<file path="config.mk">
export PLATFORM = sky130hd
export DESIGN_NAME = hsv_to_rgb_cached_top
export DESIGN_NICKNAME = d
export VERILOG_FILES = /design/src/hw/rtl/hsvrgb_pkg.sv /design/src/hw/rtl/hsvrgb_mul.sv /design/src/hw/rtl/hsvrgb_cache.sv /design/src/hw/rtl/hsv_to_rgb_cached_top.sv
export SDC_FILE = /design/constraint.sdc
export NUM_CORES = 1
export LEC_CHECK = 0
export BUFFER_PORTS_ARGS = -buffer_cell sky130_fd_sc_hd__buf_2
export CAP_MARGIN = 20
export CORE_ASPECT_RATIO = 0.7
export CORE_UTILIZATION = 30
export CTS_CLUSTER_DIAMETER = 150
export CTS_CLUSTER_SIZE = 25
export DETAILED_ROUTE_END_ITERATION = 10
export PLACE_DENSITY_LB_ADDON = 0.2
export SLEW_MARGIN = 20
export SYNTH_ARGS = -nofsm -noshare
export SYNTH_HDL_FRONTEND = slang
export SYNTH_SLANG_ARGS = --single-unit
</file>
<file path="constraint.sdc">
create_clock -name clock -period 8.78 [get_ports clock]
set_clock_uncertainty 0.15 [all_clocks]
set_input_delay 0.439 -clock clock [delete_from_list [all_inputs] [get_ports clock]]
set_output_delay 0.439 -clock clock [all_outputs]
set_load 0.03 [all_outputs]
</file>
<file path="src/hw/rtl/hsvrgb_pkg.sv">
package hsvrgb_pkg;

   localparam int HUE_W   = 9;
   localparam int CH_W    = 8;
   localparam int KEY_W   = HUE_W + 2 * CH_W;
   localparam int MUL_W   = 16;
   localparam int PROD_W  = 2 * MUL_W;
   localparam int POS_W   = 6;
   localparam int FRAC_W  = 7;
   localparam int SEC_W   = 3;

   typedef logic [KEY_W-1:0] key_type;

   // red sits in the low byte so the packed struct maps straight onto tdata
   typedef struct packed {
      logic [CH_W-1:0] blue;
      logic [CH_W-1:0] green;
      logic [CH_W-1:0] red;
   } rgb_type;

   typedef struct packed {
      logic    hit;
      rgb_type rgb;
   } lookup_type;

   typedef struct packed {
      logic    we;
      key_type key;
      rgb_type rgb;
   } fill_type;

   localparam logic [HUE_W-1:0]  HUE_WRAP    = 9'd360;
   localparam logic [CH_W-1:0]   GRAY_SAT    = 8'd255;
   localparam logic [FRAC_W-1:0] SECTOR_SPAN = 7'd60;

   // floor(x / 60) == (x * 17477) >> 20, exact for x below 23831
   localparam logic [MUL_W-1:0]  RECIP_60    = 16'd17477;
   localparam int                RECIP_SHIFT = 20;

   // hue sectors
   localparam logic [SEC_W-1:0] SEC_R2Y = 3'd0;
   localparam logic [SEC_W-1:0] SEC_Y2G = 3'd1;
   localparam logic [SEC_W-1:0] SEC_G2C = 3'd2;
   localparam logic [SEC_W-1:0] SEC_C2B = 3'd3;
   localparam logic [SEC_W-1:0] SEC_B2M = 3'd4;
   localparam logic [SEC_W-1:0] SEC_M2R = 3'd5;

endpackage

</file>
<file path="src/hw/rtl/hsvrgb_mul.sv">
module hsvrgb_mul
   import hsvrgb_pkg::*;
(
   input  logic              clock,
   input  logic              enable,
   input  logic [MUL_W-1:0]  op_a,
   input  logic [MUL_W-1:0]  op_b,
   output logic [PROD_W-1:0] prod
);

   logic [PROD_W-1:0] prod_ff;
   logic [PROD_W-1:0] prod_in;

   assign prod_in = PROD_W'(op_a) * PROD_W'(op_b);

   // hold the last product while the sequencer waits
   always_ff @(posedge clock) begin
      if (enable) begin
         prod_ff <= prod_in;
      end
   end

   assign prod = prod_ff;

endmodule

</file>
<file path="src/hw/rtl/hsvrgb_cache.sv">
module hsvrgb_cache
   import hsvrgb_pkg::*;
#(
   parameter int ENTRIES = 4
)
(
   input  logic       clock,
   input  logic       reset,
   input  key_type    lookup_key,
   output lookup_type lookup,
   input  fill_type   fill
);

   localparam int SLOT_W = (ENTRIES > 1) ? $clog2(ENTRIES) : 1;

   key_type             key_ff   [ENTRIES];
   rgb_type             rgb_ff   [ENTRIES];
   logic [ENTRIES-1:0]  valid_ff;
   logic [ENTRIES-1:0]  valid_in;
   logic [SLOT_W-1:0]   slot_ff;
   logic [SLOT_W-1:0]   slot_in;

   // lowest matching slot wins
   always_comb begin
      lookup = '0;
      for (int i = ENTRIES - 1; i >= 0; i--) begin
         if (valid_ff[i] && key_ff[i] == lookup_key) begin
            lookup.hit = 1'b1;
            lookup.rgb = rgb_ff[i];
         end
      end
   end

   always_comb begin
      valid_in = valid_ff;
      slot_in  = slot_ff;
      if (fill.we) begin
         valid_in[slot_ff] = 1'b1;
         if (slot_ff == SLOT_W'(ENTRIES - 1)) begin
            slot_in = '0;
         end else begin
            slot_in = slot_ff + 1'b1;
         end
      end
   end

   always_ff @(posedge clock) begin
      if (reset) begin
         valid_ff <= '0;
         slot_ff  <= '0;
      end else begin
         valid_ff <= valid_in;
         slot_ff  <= slot_in;
      end
   end

   always_ff @(posedge clock) begin
      if (fill.we) begin
         key_ff[slot_ff] <= fill.key;
         rgb_ff[slot_ff] <= fill.rgb;
      end
   end

endmodule

</file>
<file path="src/hw/rtl/hsv_to_rgb_cached_top.sv">
// HSV to RGB converter with a small exact-match result cache. An item is
// accepted in one cycle and looked up in the cache the next; a hit, or a
// gray color (sat 255), delivers its result at the end of that lookup cycle.
// A colored miss makes four passes through one shared 16x16 multiplier
// (hue sector, base, ramp product, divide by 60 via reciprocal), one pass
// per cycle. No new item is taken until the current one leaves the
// sequencer. Results land in an output register, so the next item is taken
// while a finished result waits; a result still waiting when the following
// one is done holds the sequencer in its lookup or final state. On a miss
// the result is written to the cache slot picked round robin, and rsp_tuser
// reports whether the result came from the cache.
module hsv_to_rgb_cached_top
   import hsvrgb_pkg::*;
#(
   parameter int CACHE_ENTRIES = 4
)
(
   input  logic        clock,
   input  logic        reset,

   input  logic        req_tvalid,
   output logic        req_tready,
   input  logic [31:0] req_tdata,   // hue[8:0], sat[16:9], value[24:17], zero pad

   output logic        rsp_tvalid,
   input  logic        rsp_tready,
   output logic [23:0] rsp_tdata,   // red[7:0], green[15:8], blue[23:16]
   output logic        rsp_tuser    // cache_hit
);

   localparam logic [2:0] ST_IDLE = 3'd0;
   localparam logic [2:0] ST_LOOK = 3'd1;
   localparam logic [2:0] ST_SECT = 3'd2;
   localparam logic [2:0] ST_BASE = 3'd3;
   localparam logic [2:0] ST_QUOT = 3'd4;
   localparam logic [2:0] ST_DONE = 3'd5;

   logic [2:0]        state_ff,  state_in;
   logic [HUE_W-1:0]  hue_ff;
   logic [CH_W-1:0]   sat_ff,    val_ff;
   logic [SEC_W-1:0]  sector_ff, sector_in;
   logic [POS_W-1:0]  pos_ff,    pos_in;
   logic [CH_W-1:0]   base_ff;
   logic              rsp_valid_ff, rsp_valid_in;
   rgb_type           rsp_rgb_ff,   rsp_rgb_in;
   logic              rsp_hit_ff,   rsp_hit_in;

   logic              req_take;
   logic              out_free;
   logic [HUE_W-1:0]  hue_adj;
   logic [HUE_W-1:0]  sector_start;
   logic [CH_W-1:0]   diff;
   logic [FRAC_W-1:0] frac;
   logic [CH_W-1:0]   ramp;
   logic [MUL_W-1:0]  mul_a, mul_b;
   logic [PROD_W-1:0] prod;
   rgb_type           conv_rgb;
   rgb_type           gray_rgb;
   lookup_type        lookup;
   fill_type          fill;

   assign req_tready = (state_ff == ST_IDLE);
   assign req_take   = req_tvalid && req_tready;
   assign out_free   = !rsp_valid_ff || rsp_tready;

   assign hue_adj      = (hue_ff >= HUE_WRAP) ? hue_ff - HUE_WRAP : hue_ff;
   assign sector_in    = prod[RECIP_SHIFT+SEC_W-1:RECIP_SHIFT];
   assign sector_start = HUE_W'(sector_in) * HUE_W'(SECTOR_SPAN);
   assign pos_in       = POS_W'(hue_adj - sector_start);
   assign diff         = val_ff - prod[2*CH_W-1:CH_W];
   assign frac         = sector_ff[0] ? SECTOR_SPAN - FRAC_W'(pos_ff) : FRAC_W'(pos_ff);
   assign ramp         = prod[RECIP_SHIFT+CH_W-1:RECIP_SHIFT] + base_ff;

   assign gray_rgb.red   = val_ff;
   assign gray_rgb.green = val_ff;
   assign gray_rgb.blue  = val_ff;

   // route the shared multiplier by step
   always_comb begin
      unique case (state_ff)
         ST_LOOK: begin
            mul_a = MUL_W'(hue_adj);
            mul_b = RECIP_60;
         end
         ST_SECT: begin
            mul_a = MUL_W'(sat_ff);
            mul_b = MUL_W'(val_ff);
         end
         ST_BASE: begin
            mul_a = MUL_W'(diff);
            mul_b = MUL_W'(frac);
         end
         ST_QUOT: begin
            mul_a = MUL_W'(prod[13:0]);
            mul_b = RECIP_60;
         end
         default: begin
            mul_a = '0;
            mul_b = '0;
         end
      endcase
   end

   hsvrgb_mul u_mul (
      .clock  (clock),
      .enable (state_ff != ST_DONE),
      .op_a   (mul_a),
      .op_b   (mul_b),
      .prod   (prod)
   );

   hsvrgb_cache #(
      .ENTRIES (CACHE_ENTRIES)
   ) u_cache (
      .clock      (clock),
      .reset      (reset),
      .lookup_key ({hue_ff, sat_ff, val_ff}),
      .lookup     (lookup),
      .fill       (fill)
   );

   always_comb begin
      case (sector_ff)
         SEC_R2Y: begin
            conv_rgb.red = val_ff;  conv_rgb.green = ramp;    conv_rgb.blue = base_ff;
         end
         SEC_Y2G: begin
            conv_rgb.red = ramp;    conv_rgb.green = val_ff;  conv_rgb.blue = base_ff;
         end
         SEC_G2C: begin
            conv_rgb.red = base_ff; conv_rgb.green = val_ff;  conv_rgb.blue = ramp;
         end
         SEC_C2B: begin
            conv_rgb.red = base_ff; conv_rgb.green = ramp;    conv_rgb.blue = val_ff;
         end
         SEC_B2M: begin
            conv_rgb.red = ramp;    conv_rgb.green = base_ff; conv_rgb.blue = val_ff;
         end
         default: begin
            conv_rgb.red = val_ff;  conv_rgb.green = base_ff; conv_rgb.blue = ramp;
         end
      endcase
   end

   always_comb begin
      state_in     = state_ff;
      rsp_valid_in = rsp_valid_ff && !rsp_tready;
      rsp_rgb_in   = rsp_rgb_ff;
      rsp_hit_in   = rsp_hit_ff;
      fill.we      = 1'b0;
      fill.key     = {hue_ff, sat_ff, val_ff};
      fill.rgb     = conv_rgb;
      unique case (state_ff)
         ST_IDLE: begin
            if (req_take) begin
               state_in = ST_LOOK;
            end
         end
         ST_LOOK: begin
            if (lookup.hit) begin
               if (out_free) begin
                  rsp_valid_in = 1'b1;
                  rsp_rgb_in   = lookup.rgb;
                  rsp_hit_in   = 1'b1;
                  state_in     = ST_IDLE;
               end
            end else if (sat_ff == GRAY_SAT) begin
               fill.rgb = gray_rgb;
               if (out_free) begin
                  fill.we      = 1'b1;
                  rsp_valid_in = 1'b1;
                  rsp_rgb_in   = gray_rgb;
                  rsp_hit_in   = 1'b0;
                  state_in     = ST_IDLE;
               end
            end else begin
               state_in = ST_SECT;
            end
         end
         ST_SECT: state_in = ST_BASE;
         ST_BASE: state_in = ST_QUOT;
         ST_QUOT: state_in = ST_DONE;
         ST_DONE: begin
            // hold the finished color until the output register frees up
            if (out_free) begin
               fill.we      = 1'b1;
               rsp_valid_in = 1'b1;
               rsp_rgb_in   = conv_rgb;
               rsp_hit_in   = 1'b0;
               state_in     = ST_IDLE;
            end
         end
         default: state_in = ST_IDLE;
      endcase
   end

   always_ff @(posedge clock) begin
      if (reset) begin
         state_ff     <= ST_IDLE;
         rsp_valid_ff <= 1'b0;
      end else begin
         state_ff     <= state_in;
         rsp_valid_ff <= rsp_valid_in;
      end
   end

   always_ff @(posedge clock) begin
      if (req_take) begin
         hue_ff <= req_tdata[HUE_W-1:0];
         sat_ff <= req_tdata[HUE_W+CH_W-1:HUE_W];
         val_ff <= req_tdata[HUE_W+2*CH_W-1:HUE_W+CH_W];
      end
      if (state_ff == ST_SECT) begin
         sector_ff <= sector_in;
         pos_ff    <= pos_in;
      end
      if (state_ff == ST_BASE) begin
         base_ff <= prod[2*CH_W-1:CH_W];
      end
      rsp_rgb_ff <= rsp_rgb_in;
      rsp_hit_ff <= rsp_hit_in;
   end

   assign rsp_tvalid = rsp_valid_ff;
   assign rsp_tdata  = rsp_rgb_ff;
   assign rsp_tuser  = rsp_hit_ff;

`ifndef NO_ASSERTIONS
   a_done_waits: assert property (@(posedge clock) disable iff (reset)
      (state_ff == ST_DONE && rsp_tvalid && !rsp_tready) |=> (state_ff == ST_DONE))
      else $error("result dropped while output register was full");

   a_base_below_value: assert property (@(posedge clock) disable iff (reset)
      (state_ff == ST_BASE) |-> (prod[2*CH_W-1:CH_W] <= val_ff))
      else $error("base above value for a colored pixel");

   a_sector_range: assert property (@(posedge clock) disable iff (reset)
      (state_ff == ST_BASE) |-> (sector_ff <= SEC_M2R))
      else $error("hue sector out of range");

   a_ramp_bounds: assert property (@(posedge clock) disable iff (reset)
      (state_ff == ST_DONE) |-> (ramp >= base_ff && ramp <= val_ff))
      else $error("ramp outside base..value");
`endif

endmodule
</file>
==> results of run 1 <==
[layout make-up]
cell class,count,area [um2]
inverter,175,657
multi-input combinational,1120,8970
clock buffer,24,409
tap,819,1020
clock inverter,2,13.8
fill,6142,40700
timing repair buffer,135,936
sequential,297,8820
[metal layers]
layer / vias up / global-route usage, % / routed length, um
met5: - / 0 / 0
met2: 299 / 24.1 / 21200
met4: 0 / 2.66 / 667
met3: 38 / 1.84 / 2540
met1: 6273 / 24.9 / 25900
li1: 5983 / - / -
[power by group through the flow]
stage               sequential [mW]  combinational (mW)  clock (mW)
floorplan                      1.76               0.979           0
global placement               1.80                1.32           0
detailed placement             1.80                1.34           0
CTS                            1.77                1.36       0.806
global route                   1.78                1.55       0.855
finish                         1.77                1.36       0.779
[logic make-up after synthesis]
group           Yosys count  share of synthesized area, %
flops                   297                          47.2
simple gates            376                          9.54
compound gates          336                          12.0
fa+ha+maj               219                          18.3
buf+inv                 252                          5.46
xor+xnor                147                          6.89
mux                      12                         0.649
other cells               2                        0.0402
[Yosys cell counts (13+ instances only)]
cell | instances | area (um2)
edfxtp_1 | 287 | 8620
inv_1 | 171 | 642
ha_1 | 128 | 1600
nand2_1 | 122 | 458
xnor2_1 | 107 | 937
nor2_1 | 104 | 390
fa_1 | 91 | 1820
o21ai_0 | 82 | 410
a21oi_1 | 68 | 340
xor2_1 | 40 | 350
clkbuf_1 | 34 | 128
buf_2 | 33 | 165
nand4_1 | 28 | 175
a21o_1 | 22 | 165
o211ai_1 | 22 | 165
nor3_1 | 20 | 100
a22oi_1 | 18 | 135
a22o_1 | 14 | 123
and2_1 | 14 | 87.6
nor2b_1 | 14 | 87.6
nor4_1 | 14 | 87.6
or3_1 | 14 | 87.6
nand3_1 | 13 | 65.1
[final timing paths]
path              cells after the start                          endpoint
setup / recovery                     29          u_mul.prod[24]$_DFFE_PN_
setup reg to reg                     29          u_mul.prod[24]$_DFFE_PN_
hold / removal                        2  u_cache.valid_ff[2]$_SDFFE_PP0P_
hold reg to reg                       0              base_ff[6]$_DFFE_PP_
[sequential cells by signal (all words and copies together), names as in the netlist]
name              count
u_cache.key_ff      100
u_cache.rgb_ff       96
rsp_tdata            24
u_mul.prod           24
hue_ff                9
base_ff               8
sat_ff                8
val_ff                8
pos_ff                6
u_cache.valid_ff      4
sector_ff             3
state_ff              3
u_cache.slot_ff       2
rsp_tuser             1
rsp_tvalid            1
[per-stage QoR]
stage                     instances  hold slack, ps  area [um2]  util [%]  setup slack (ps)
after global placement         2520             290       20200      32.8               814
after floorplan                1669             276       18800         -              1420
after CTS                      2571            77.0       20800      33.8               725
after detailed placement       2520             298       20200      32.8               791
after global routing           2572            88.5       20800      33.9               269
final                          2572             111       20800      33.9               665
[critical path, delay by kind of cell (launching register included)]
kind | cells | cell delay (ps)
AO/OA/AOI/OAI | 9 | 2190
XOR/XNOR | 2 | 260
adder cells (fa/ha/maj) | 9 | 3320
buffers and inverters | 5 | 440
flip-flops | 1 | 430
AND/OR/NAND/NOR | 4 | 1090
==> results.sh, run 1 <==
export IMPL_drt_initial_drc_count=1053
export IMPL_syn_area_per_cell_um2=11.4
export IMPL_synth_edf_count=287
export IMPL_ctsHoldBuffers=25
export IMPL_cts_buffer_depth=3
export IMPL_finalCritPeriodShare_pct=92.4
export IMPL_p_int_mw=2.56
export IMPL_grt_pass1_wl_um=77300
export IMPL_worstMarginPinSlew_ps=1070
export IMPL_area_growth_pct=11.4
export IMPL_netSwitchingPower_mw=1.35
export IMPL_synthFlopType="edfxtp_1"
export IMPL_dieArea_um2=63300
export IMPL_drive_gt1_share_pct=8.50
export IMPL_max_cap_violations=0
export IMPL_p_sw_share_pct=34.6
export IMPL_p_seq_share_pct=45.2
export IMPL_cp_required_ps=8900
export IMPL_coreArea_um2=61500
export IMPL_place_hpwl_um=37100
export IMPL_cts_repair_resized=0
export IMPL_htree_levels=1
export IMPL_place_gp_congestion=0.868
export IMPL_power_density_nw_per_um2=188
export IMPL_total_power_mw=3.91
export IMPL_leakagePower_nw=8.36
export IMPL_min_path_type="input port to register"
export IMPL_period_minus_slack_ps=8110
export IMPL_cts_setup_buffers=0
export IMPL_die_y_um=211
export IMPL_vias_per_cell=4.90
export IMPL_drv_slew=0
export IMPL_ir_worst_vdd_mv=0.106
export IMPL_cp_slowest_cell="fa_1"
export IMPL_clockPowerShare_pct=19.9
export IMPL_grt_overflow_total=0
export IMPL_start_util_pct=30.4
export IMPL_rsz0062_at_grt="no"
export IMPL_min_from="reset"
export IMPL_r2r_start="val_ff[0]$_DFFE_PP_"
export IMPL_vias=12593
export IMPL_cpPeakStageDelay_ps=560
export IMPL_tns_ps=0
export IMPL_cp_arrival_ps=8230
export IMPL_synthCells=1641
export IMPL_synthArstFlopShare_pct=0
export IMPL_timing_fmax_mhz=123
export IMPL_cp_start_kind="register"
export IMPL_yosysUniqueCellTypes=72
export IMPL_combinationalPowerShare_pct=34.9
export IMPL_drt_pass1_iterations=5
export IMPL_path_class="register to register"
export IMPL_max_slew_margin_pct=28.1
export IMPL_outcome="complete, no violations"
export IMPL_setup_viol=0
export IMPL_drc=0
export IMPL_crit_path_frequent_cell="fa_1"
export IMPL_routed_wl_um=50400
export IMPL_finalNetCount=1999
export IMPL_port_buffers=55
export IMPL_yosysWarnings=0
export IMPL_ios=63
export IMPL_critPathMaxFanout=5
export IMPL_grt_usage_pct=16.0
export IMPL_wl_per_cell_um=19.6
export IMPL_critPathCaptureType="register"
export IMPL_antenna_found_initial=2
export IMPL_cts_sinks=297
export IMPL_reg2reg_slack_ps=670
export IMPL_startpoint="val_ff[0]$_DFFE_PP_"
export IMPL_hold_viol=0
export IMPL_grt_max_degree=47
export IMPL_rows=76
export IMPL_ys_ff_latch=297
export IMPL_clk_latency_ps=520
export IMPL_clk_pin_slew_ps=100
export IMPL_ys_seq_area_share_pct=47.2
export IMPL_final_common_cell="edfxtp_1"
export IMPL_grt_pass1_vias=12470
export IMPL_die_width_um=300
export IMPL_cts_tree="built"
export IMPL_cts_buffers=15
export IMPL_syn_cell_area_um2=18700
export IMPL_drtAntennaViolNets=0
export IMPL_cts_root_buf="clkbuf_16"
export IMPL_antenna_cells=0
export IMPL_final_cell_mix="287 x edfxtp_1, 171 x inv_1, 128 x ha_1, 122 x nand2_1, 107 x xnor2_1"
Note: power is estimated with default switching activity, not from simulation.
==> inputs of run 2 (changes only) <==
Settings changed: ABC_AREA from default to 1, MAX_ROUTING_LAYER from default to met4.
==> run 2 against run 1 <==
  * Worst setup slack better by 740 ps
  * Clock power grew 4.7%
  * Count of clock-buffer cells in the layout is 1 higher
  * Sequential power fell by 3%
  * Via count up 23%
==> results.sh, run 2 <==
export IMPL_grt_usage_pct=19.1
export IMPL_final_common_cell="nand2_1"
export IMPL_place_gp_congestion=0.899
export IMPL_ys_ff_latch=297
export IMPL_min_from="rsp_tready"
export IMPL_post_place_cells=3300
export IMPL_yosys_top_cells_area="edfxtp_1 42%, nand2_1 12%, fa_1 8.9%"
export IMPL_reg2reg_slack_ps=1410
export IMPL_ys_seq_area_share_pct=43.3
export IMPL_finalCritPeriodShare_pct=83.9
export IMPL_ir_worst_vdd_mv=0.102
export IMPL_start_util_pct=30.5
export IMPL_grt_max_degree=55
export IMPL_cp_arrival_ps=7510
export IMPL_synthCells=2341
export IMPL_crit_path_frequent_cell="fa_1"
export IMPL_critPathCaptureType="register"
export IMPL_drv_slew=0
export IMPL_syn_area_per_cell_um2=8.70
export IMPL_largest_reg_flops=100
export IMPL_area_growth_pct=10.5
export IMPL_syn_cell_area_um2=20400
export IMPL_cts_buffers=15
export IMPL_power_density_nw_per_um2=162
export IMPL_grt_pass1_wl_um=95600
export IMPL_die_width_um=313
export IMPL_final_cell_mix="626 x nand2_1, 396 x inv_1, 287 x edfxtp_1, 268 x nor2_1, 128 x ha_1"
export IMPL_finish_utilization_pct=33.7
export IMPL_yosysTopAreaCellShare_pct=42.3
export IMPL_synth_top_cells_by_count="626 x nand2_1, 400 x inv_1, 287 x edfxtp_1, 269 x nor2_1, 128 x ha_1"
export IMPL_grt_busiest_layer="met1"
export IMPL_cpPeakStageDelay_ps=570
export IMPL_fin_ws_ps=1410
export IMPL_stdcell_count=3353
export IMPL_wl_per_cell_um=18.7
export IMPL_num_fill_cells=7041
export IMPL_ios=63
export IMPL_cts_root_buf="clkbuf_16"
export IMPL_finalNetCount=2708
export IMPL_cts_buffer_depth=3
export IMPL_post_place_ws_ps=1530
export IMPL_dieArea_um2=69000
export IMPL_worstMarginPinSlew_ps=880
export IMPL_drtAntennaViolNets=0
export IMPL_total_power_mw=3.66
export IMPL_reg_top3="u_cache.key_ff: 100 flops, u_cache.rgb_ff: 96 flops"
export IMPL_timing_fmax_mhz=136
export IMPL_synth_edf_count=287
export IMPL_yosysUniqueCellTypes=60
export IMPL_port_buffers=55
export IMPL_outcome="complete, no violations"
export IMPL_path_class="register to register"
export IMPL_antenna_cells=0
export IMPL_setup_viol=0
export IMPL_met3_usage_pct=2.22
export IMPL_drc=0
export IMPL_vias=15505
export IMPL_grt_use_met2_pct=27.7
export IMPL_synthArstFlopShare_pct=0
export IMPL_grt_pass1_vias=15355
export IMPL_coreArea_um2=66800
export IMPL_critPathMaxFanout=7
export IMPL_rows=79
export IMPL_rsz0062_at_grt="no"
export IMPL_cts_sinks=297
export IMPL_cp_required_ps=8920
export IMPL_leakagePower_nw=10.8
export IMPL_regMostFlops="u_cache.key_ff"
export IMPL_htree_levels=1
export IMPL_drt_pass1_iterations=5
export IMPL_cp_slowest_cell="o21ai_0"
export IMPL_die_y_um=220
export IMPL_routed_wl_um=62600
export IMPL_tns_ps=0
export IMPL_place_hpwl_um=46800
export IMPL_startpoint="hue_ff[3]$_DFFE_PP_"
export IMPL_grt_overflow_total=0
export IMPL_clk_latency_ps=550
export IMPL_yosysWarnings=0
export IMPL_vias_per_cell=4.62
export IMPL_max_slew_margin_pct=41.2
export IMPL_cts_tree="built"
export IMPL_r2r_start="hue_ff[3]$_DFFE_PP_"
export IMPL_clk_pin_slew_ps=110
export IMPL_drive_gt1_share_pct=7.72
export IMPL_synthFlopType="edfxtp_1"
export IMPL_min_path_type="input port to register"
export IMPL_hold_viol=0
export IMPL_yosysMostFrequentCell="nand2_1"
export IMPL_cp_start_kind="register"
export IMPL_drt_initial_drc_count=1195
export IMPL_yosys_area_top_type="edfxtp_1"
export IMPL_use_met1_pct=28.6
export IMPL_cts_setup_buffers=0
export IMPL_max_cap_violations=0
export IMPL_period_minus_slack_ps=7370
export IMPL_antenna_found_initial=1
-- run 2: what timing repair did --
action                                 CTS  global route
hold buffers                            26             0
endpoints found under the hold margin   29             0
gates resized for setup                  0             0
-- run 2: per-layer routing --
metal	vias up	wire length (um)	part of all wire, %
met5	-	0	0
met4	0	934	1.5
met3	45	3450	5.5
met2	439	25600	41
met1	7388	32600	52
li1	7633	-	-
-- run 2: layout make-up --
class / count / area (um2) / area share, %
sequential: 297 / 8820 / 39.2
tap: 891 / 1110 / 4.95
inverter: 430 / 1620 / 7.20
timing repair buffer: 115 / 803 / 3.57
clock buffer: 25 / 423 / 1.88
multi-input combinational: 1594 / 9730 / 43.2
clock inverter: 1 / 8.76 / 0.0389
-- run 2: where the power goes --
part	total (mW)	leakage (nW)	internal, mW	switching (mW)
logic	1.13	7.84	0.399	0.735
registers	1.71	2.74	1.66	0.0508
clock network	0.816	0.207	0.337	0.479
-- run 2: worst paths after layout --
check / end / cells after the start
worst max-delay path: u_mul.prod[20]$_DFFE_PN_ / 28
worst min-delay path: rsp_tuser$_DFFE_PP_ / 4
worst max register to register: u_mul.prod[20]$_DFFE_PN_ / 28
worst min register to register: base_ff[5]$_DFFE_PP_ / 0
-- run 2: worst max-delay path, delay by kind of cell, from the launching register on --
kind,cells,cell delay (ps)
AND/OR/NAND/NOR,7,1300
buffers and inverters,6,550
adder cells (fa/ha/maj),8,3080
flip-flops,1,390
AO/OA/AOI/OAI,6,1560
XOR/XNOR,1,90
-- run 2: through the flow --
stage               area, um2  hold WS, ps
global placement        21800          288
floorplan               20500          276
detailed placement      21800          290
global route            22500          184
CTS                     22500          162
finish                  22500          200
-- run 2: logic make-up (layout without fill, tap and decap cells) --
| family | after synthesis | in the layout | share of synthesized area [%] |
|---|---|---|---|
| adders and majority gates | 219 | 219 | 16.8 |
| DFF | 297 | 297 | 43.3 |
| buffers and inverters | 478 | 571 | 9.53 |
| other | 2 | 30 | 0.0369 |
| xor gates and xnor gates | 60 | 60 | 2.62 |
| AOI/OAI and AO/OA | 216 | 216 | 6.06 |
| and+or+nand+nor | 1069 | 1069 | 21.7 |
